**config.mk**
```make
export PLATFORM = sky130hd
export DESIGN_NAME = spn_cfg
export DESIGN_NICKNAME = d
export VERILOG_FILES = /design/src/rtl/spn_pkg.sv /design/src/rtl/spn_cfg.sv
export SDC_FILE = /design/constraint.sdc
export NUM_CORES = 1
export LEC_CHECK = 0
export BUFFER_PORTS_ARGS = -buffer_cell sky130_fd_sc_hd__buf_2
export CAP_MARGIN = 5
export CORE_MARGIN = 3
export CORE_UTILIZATION = 35
export DETAILED_ROUTE_END_ITERATION = 12
export PLACE_DENSITY = 0.64
export SETUP_SLACK_MARGIN = 0.5
export SYNTH_ARGS = -nofsm -noshare
export SYNTH_HDL_FRONTEND = slang
export SYNTH_SLANG_ARGS = --single-unit
```
**constraint.sdc**
```tcl
create_clock -name clk -period 1.5 [get_ports clk]
set_input_delay 0.225 -clock clk [delete_from_list [all_inputs] [get_ports clk]]
set_output_delay 0.225 -clock clk [all_outputs]
set_load 0.05 [all_outputs]
```
**src/rtl/spn_pkg.sv**
```systemverilog
// spn_pkg: shared types, constants, s-box tables and a byte helper function for the spn cipher
// no dependencies
package spn_pkg;

  localparam int ROUNDS     = 14;
  localparam int BLK_W      = 128;
  localparam int PADDR_W    = 4;

  typedef logic [BLK_W-1:0] blk_t;

  typedef enum logic {
    OP_ENC = 1'b0,
    OP_DEC = 1'b1
  } op_t;

  typedef enum logic [PADDR_W-1:0] {
    REG_KEY_HIGH = 4'h0,
    REG_KEY_LOW  = 4'h8
  } reg_addr_t;

  // per-stage payload travelling down the round pipeline
  typedef struct packed {
    op_t  op;
    blk_t blk;
  } stage_t;

  localparam logic [7:0] FWD_SBOX [256] = '{
    8'h63,8'h7c,8'h77,8'h7b,8'hf2,8'h6b,8'h6f,8'hc5,8'h30,8'h01,8'h67,8'h2b,8'hfe,8'hd7,8'hab,8'h76,
    8'hca,8'h82,8'hc9,8'h7d,8'hfa,8'h59,8'h47,8'hf0,8'had,8'hd4,8'ha2,8'haf,8'h9c,8'ha4,8'h72,8'hc0,
    8'hb7,8'hfd,8'h93,8'h26,8'h36,8'h3f,8'hf7,8'hcc,8'h34,8'ha5,8'he5,8'hf1,8'h71,8'hd8,8'h31,8'h15,
    8'h04,8'hc7,8'h23,8'hc3,8'h18,8'h96,8'h05,8'h9a,8'h07,8'h12,8'h80,8'he2,8'heb,8'h27,8'hb2,8'h75,
    8'h09,8'h83,8'h2c,8'h1a,8'h1b,8'h6e,8'h5a,8'ha0,8'h52,8'h3b,8'hd6,8'hb3,8'h29,8'he3,8'h2f,8'h84,
    8'h53,8'hd1,8'h00,8'hed,8'h20,8'hfc,8'hb1,8'h5b,8'h6a,8'hcb,8'hbe,8'h39,8'h4a,8'h4c,8'h58,8'hcf,
    8'hd0,8'hef,8'haa,8'hfb,8'h43,8'h4d,8'h33,8'h85,8'h45,8'hf9,8'h02,8'h7f,8'h50,8'h3c,8'h9f,8'ha8,
    8'h51,8'ha3,8'h40,8'h8f,8'h92,8'h9d,8'h38,8'hf5,8'hbc,8'hb6,8'hda,8'h21,8'h10,8'hff,8'hf3,8'hd2,
    8'hcd,8'h0c,8'h13,8'hec,8'h5f,8'h97,8'h44,8'h17,8'hc4,8'ha7,8'h7e,8'h3d,8'h64,8'h5d,8'h19,8'h73,
    8'h60,8'h81,8'h4f,8'hdc,8'h22,8'h2a,8'h90,8'h88,8'h46,8'hee,8'hb8,8'h14,8'hde,8'h5e,8'h0b,8'hdb,
    8'he0,8'h32,8'h3a,8'h0a,8'h49,8'h06,8'h24,8'h5c,8'hc2,8'hd3,8'hac,8'h62,8'h91,8'h95,8'he4,8'h79,
    8'he7,8'hc8,8'h37,8'h6d,8'h8d,8'hd5,8'h4e,8'ha9,8'h6c,8'h56,8'hf4,8'hea,8'h65,8'h7a,8'hae,8'h08,
    8'hba,8'h78,8'h25,8'h2e,8'h1c,8'ha6,8'hb4,8'hc6,8'he8,8'hdd,8'h74,8'h1f,8'h4b,8'hbd,8'h8b,8'h8a,
    8'h70,8'h3e,8'hb5,8'h66,8'h48,8'h03,8'hf6,8'h0e,8'h61,8'h35,8'h57,8'hb9,8'h86,8'hc1,8'h1d,8'h9e,
    8'he1,8'hf8,8'h98,8'h11,8'h69,8'hd9,8'h8e,8'h94,8'h9b,8'h1e,8'h87,8'he9,8'hce,8'h55,8'h28,8'hdf,
    8'h8c,8'ha1,8'h89,8'h0d,8'hbf,8'he6,8'h42,8'h68,8'h41,8'h99,8'h2d,8'h0f,8'hb0,8'h54,8'hbb,8'h16};

  localparam logic [7:0] INV_SBOX [256] = '{
    8'h52,8'h09,8'h6a,8'hd5,8'h30,8'h36,8'ha5,8'h38,8'hbf,8'h40,8'ha3,8'h9e,8'h81,8'hf3,8'hd7,8'hfb,
    8'h7c,8'he3,8'h39,8'h82,8'h9b,8'h2f,8'hff,8'h87,8'h34,8'h8e,8'h43,8'h44,8'hc4,8'hde,8'he9,8'hcb,
    8'h54,8'h7b,8'h94,8'h32,8'ha6,8'hc2,8'h23,8'h3d,8'hee,8'h4c,8'h95,8'h0b,8'h42,8'hfa,8'hc3,8'h4e,
    8'h08,8'h2e,8'ha1,8'h66,8'h28,8'hd9,8'h24,8'hb2,8'h76,8'h5b,8'ha2,8'h49,8'h6d,8'h8b,8'hd1,8'h25,
    8'h72,8'hf8,8'hf6,8'h64,8'h86,8'h68,8'h98,8'h16,8'hd4,8'ha4,8'h5c,8'hcc,8'h5d,8'h65,8'hb6,8'h92,
    8'h6c,8'h70,8'h48,8'h50,8'hfd,8'hed,8'hb9,8'hda,8'h5e,8'h15,8'h46,8'h57,8'ha7,8'h8d,8'h9d,8'h84,
    8'h90,8'hd8,8'hab,8'h00,8'h8c,8'hbc,8'hd3,8'h0a,8'hf7,8'he4,8'h58,8'h05,8'hb8,8'hb3,8'h45,8'h06,
    8'hd0,8'h2c,8'h1e,8'h8f,8'hca,8'h3f,8'h0f,8'h02,8'hc1,8'haf,8'hbd,8'h03,8'h01,8'h13,8'h8a,8'h6b,
    8'h3a,8'h91,8'h11,8'h41,8'h4f,8'h67,8'hdc,8'hea,8'h97,8'hf2,8'hcf,8'hce,8'hf0,8'hb4,8'he6,8'h73,
    8'h96,8'hac,8'h74,8'h22,8'he7,8'had,8'h35,8'h85,8'he2,8'hf9,8'h37,8'he8,8'h1c,8'h75,8'hdf,8'h6e,
    8'h47,8'hf1,8'h1a,8'h71,8'h1d,8'h29,8'hc5,8'h89,8'h6f,8'hb7,8'h62,8'h0e,8'haa,8'h18,8'hbe,8'h1b,
    8'hfc,8'h56,8'h3e,8'h4b,8'hc6,8'hd2,8'h79,8'h20,8'h9a,8'hdb,8'hc0,8'hfe,8'h78,8'hcd,8'h5a,8'hf4,
    8'h1f,8'hdd,8'ha8,8'h33,8'h88,8'h07,8'hc7,8'h31,8'hb1,8'h12,8'h10,8'h59,8'h27,8'h80,8'hec,8'h5f,
    8'h60,8'h51,8'h7f,8'ha9,8'h19,8'hb5,8'h4a,8'h0d,8'h2d,8'he5,8'h7a,8'h9f,8'h93,8'hc9,8'h9c,8'hef,
    8'ha0,8'he0,8'h3b,8'h4d,8'hae,8'h2a,8'hf5,8'hb0,8'hc8,8'heb,8'hbb,8'h3c,8'h83,8'h53,8'h99,8'h61,
    8'h17,8'h2b,8'h04,8'h7e,8'hba,8'h77,8'hd6,8'h26,8'he1,8'h69,8'h14,8'h63,8'h55,8'h21,8'h0c,8'h7d};

  // byte n of a block, byte 0 in the top bits
  function automatic logic [7:0] get_byte(input blk_t b, input int n);
    return b[BLK_W-1-8*n -: 8];
  endfunction

endpackage

```
**src/rtl/spn_cfg.sv**
```systemverilog
// spn_cfg: apb key registers
// depends on spn_pkg
module spn_cfg (
  input  logic                        clk,
  input  logic                        rst,
  input  logic                        psel,
  input  logic                        penable,
  input  logic                        pwrite,
  input  logic [spn_pkg::PADDR_W-1:0] paddr,
  input  logic [63:0]                 pwdata,
  output logic [63:0]                 prdata,
  output spn_pkg::blk_t               key
);
  import spn_pkg::*;

  logic [63:0] key_high;
  logic [63:0] key_low;
  logic        wr;

  assign wr = psel && penable && pwrite;

  always_ff @(posedge clk) begin
    if (rst) begin
      key_high <= '0;
      key_low  <= '0;
    end else if (wr) begin
      if (paddr == REG_KEY_HIGH) key_high <= pwdata;
      if (paddr == REG_KEY_LOW)  key_low  <= pwdata;
    end
  end

  always_comb begin
    prdata = '0;
    if (paddr == REG_KEY_HIGH) prdata = key_high;
    if (paddr == REG_KEY_LOW)  prdata = key_low;
  end

  assign key = {key_high, key_low};
endmodule

```
==> metrics.md <==
| Metric | Value |
|---|---|
| All-layer global routing usage | `0.198` |
| Failing checks | `negative setup slack` |
| Run status | `finished with violations` |
| Worst Path Required | `1270 ps` |
| Ports | `265` |
| Worst-Margin Slew | `253 ps` |
| Post-synth top cells | `nand2b_1, dfxtp_1, mux2i_1, a22o_1, clkbuf_1` |
| Reg2reg start | `key_high[42]$_SDFFE_PP0P_` |
| Crit Path Class | `in2out` |
| Routed Antenna Nets | `0` |
| Top FF cell, synth | `dfxtp_1` |
| Core area | `16600 um^2` |
| Max stage delay cell, worst path | `nor4b_4` |
| Most frequent cell after synthesis | `nand2b_1` |
| CTS Buf Count | `17` |
| Final Util | `0.686` |
| Max Freq | `roughly 640 MHz` |
| Max_cap viols | `0` |
| Synth cell types | `15` |
| Synth Net Count | `640` |
| Critical Path End | `prdata[15]` |
| Residual DRC count | `0` |
| Via count | `5316` |
| Layout area overhead | `91.6%` |
| Setup ws final | `-67.2 ps` |
| Initial drt markers | `151` |
| Syn avg cell area | `10.5 um^2` |
| Ranking of synthesized cells by area | `dfxtp_1, mux2i_1, nand2b_1` |
| Power density cells | `726 nW/um^2` |
| Max VDD drop | `around 740 uV` |
| Via-to-Cell Ratio | `between 4 and 5` |
| # setup viols final | `60` |
| TritonCTS clock tree | `yes` |
| Fill cells | `1103` |
| Fraction of layout cells with a size suffix above 1 | `0.594` |
| CP Cell Sequence | `buf_6 -> nor4b_4 -> buf_6 -> buf_12 -> buf_6 -> a22o_4 -> buf_6` |
| Clock sink count | `128` |
| Gr ovfl total | `0` |
| Max Slew Vio Count | `0` |
| Die X | `between 100 and 150 um` |
| First-pass GRT wire length | `29100 um` |
| Fin crit share | `1.04` |
| Worst r2r dst | `key_high[42]$_SDFFE_PP0P_` |
| CTS root buf | `clkbuf_16` |
| Final HPWL DP | `11800 um` |
| Most frequent CP cell | `buf_6` |
| Hold_buf cts | `0` |
| DR pass1 iterations | `4` |
| Die Ht | `137 um` |
| Post-synth EDFFs | `0` |
| Post-Route M1 WL | `8180 um` |
| Top cell type by total area after synthesis | `dfxtp_1` |
| Floorplan row count | `47` |
| Top layer in use | `met5` |
| Starting Density | `0.358` |
| # diodes | `0` |
| Reg2reg setup slack | `800 ps` |
| Nets | `928` |
| Average wire per standard cell | `between 15 and 20 um` |
| Synth async-reset ratio | `0` |
| Critical Path Max Stage Delay | `between 200 and 300 ps` |
| Netlist Area Pre-Place | `5960 um^2` |
| Max clock buf depth | `2` |
| Number of global-route vias before repair | `5409` |
| H-tree levels | `4` |
| RSZ-0062 raised after global routing | `true` |
| Min Tclk post-route | `1570 ps` |
| Synthesized instance count | `567` |
| Worst min-delay path class | `in2reg` |
| Metal3 WL | `1280 um` |
| Register bit total from synthesis | `about 130` |
| Final Hold Viols | `0` |
| WL met2 | `approximately 11000 um` |
| Worst Setup SP | `paddr[0]` |
| DIE AREA | `between 15000 and 20000 um^2` |
| Yosys warnings | `0` |
| Crit path DAT | `1340 ps` |
| Crit end category | `primary output` |
| Worst Clk Skew | `0 ps` |
| Clock Latency Late Sink | `410 ps` |
| DRT Wirelength | `about 21000 um` |
| Placer Congestion | `around 0.75` |
| Reg2reg path depth | `2` |
| Critical path startpoint category | `primary input` |
| Design Power | `8.30 mW` |
| Sequential-to-total area share from yosys stat | `0.430` |
| Worst slew margin | `0.830` |
| Yosys top cell area share | `0.430` |
| Largest net degree at the start of global routing | `70` |
| Static leakage | `approximately 5.2 nW` |
| CP Max Fanout | `6` |
| Port bufs | `264` |
| Clock edge transition at the registers on the reported setup and hold paths | `60 ps` |
| Initial antenna violation count | `1` |
layout by cell type, fill, tap and decap left out, types with 4 or more instances in the layout:
| cell | n |
|---|---|
| nand2b_1 | 192 |
| buf_8 | 160 |
| mux2i_1 | 127 |
| buf_2 | 95 |
| dfxtp_4 | 93 |
| a22o_4 | 64 |
| dfxtp_1 | 30 |
| clkbuf_16 | 27 |
| buf_6 | 20 |
| buf_12 | 18 |
| buf_4 | 11 |
| clkinv_4 | 5 |
| dfxtp_2 | 5 |
| bufinv_16 | 4 |
| buf_16 | 4 |
state kept, by name, indices dropped and copies added, names as in the netlist:
| name | flops |
|---|---|
| key_high | 64 |
| key_low | 64 |
layout make-up:
cell class / count / area (um^2) / share of cell area
Sequential cell: 128 / 2920 / 0.255
Multi-Input combinational cell: 390 / 3690 / 0.323
Timing Repair Buffer: 318 / 3910 / 0.342
Clock buffer: 18 / 429 / 0.0376
Clock inverter: 14 / 205 / 0.0180
Tap cell: 220 / 275 / 0.0241
layer usage:
| metal | vias to the layer above | track usage |
|---|---|---|
| li1 | 2574 | - |
| met1 | 2520 | 0.230 |
| met2 | 185 | 0.342 |
| met3 | 35 | 0.0647 |
| met4 | 2 | 0.0666 |
| met5 | - | 0 |
metrics by stage:
step	cells	hold WS [ps]	cell area (um^2)	TNS [ps]	setup WS (ps)
after CTS	1069	60.0	10700	-5010	-109
after global placement	1032	477	8190	-28650	-202
after floorplan	567	401	6610	0	109
final	1088	83.7	11400	-2610	-67.2
after global routing	1088	69.7	11400	-5640	-122
after detailed placement	1032	486	8190	-34630	-247
cell families (layout without fill, tap and decap cells):
family	Yosys count	count (layout)	share of synthesized area
mux	128	128	0.215
buf+inv	49	350	0.0476
compound gates	64	64	0.0940
flops	128	128	0.430
simple gates	198	198	0.214
worst min path at each step:
stage                             startpoint                   endpoint  slack, ps  cells past startpoint
detailed placement  key_high[2]$_SDFFE_PP0P_   key_high[2]$_SDFFE_PP0P_        490                      2
global route                      pwdata[14]   key_low[14]$_SDFFE_PP0P_         70                      3
finish                            pwdata[15]   key_low[15]$_SDFFE_PP0P_         80                      3
floorplan                         pwdata[10]   key_low[10]$_SDFFE_PP0P_        400                      2
CTS                               pwdata[61]  key_high[61]$_SDFFE_PP0P_         60                      3
global placement    key_high[2]$_SDFFE_PP0P_   key_high[2]$_SDFFE_PP0P_        480                      2
worst max-delay path: cells and delay by family:
kind | cells | cell delay (ps)
simple gates | 1 | 270
buf+inv | 5 | 710
compound gates | 1 | 120
report_power, final:
group          total (mW)  internal [mW]  switching (mW)
sequential           3.27           3.25          0.0197
clock                4.42           2.81            1.61
combinational       0.604          0.311           0.293
what timing repair did:
action | 4_1_cts | 5_1_grt
buffers inserted | 3 | 4
setup endpoints to repair | 316 | 320
pin swaps | 2 | 1
gates resized for setup | 595 | 154
hold endpoints to repair | 0 | 0
gates cloned | 2 | 15
Power figures use the tool's default switching activity.
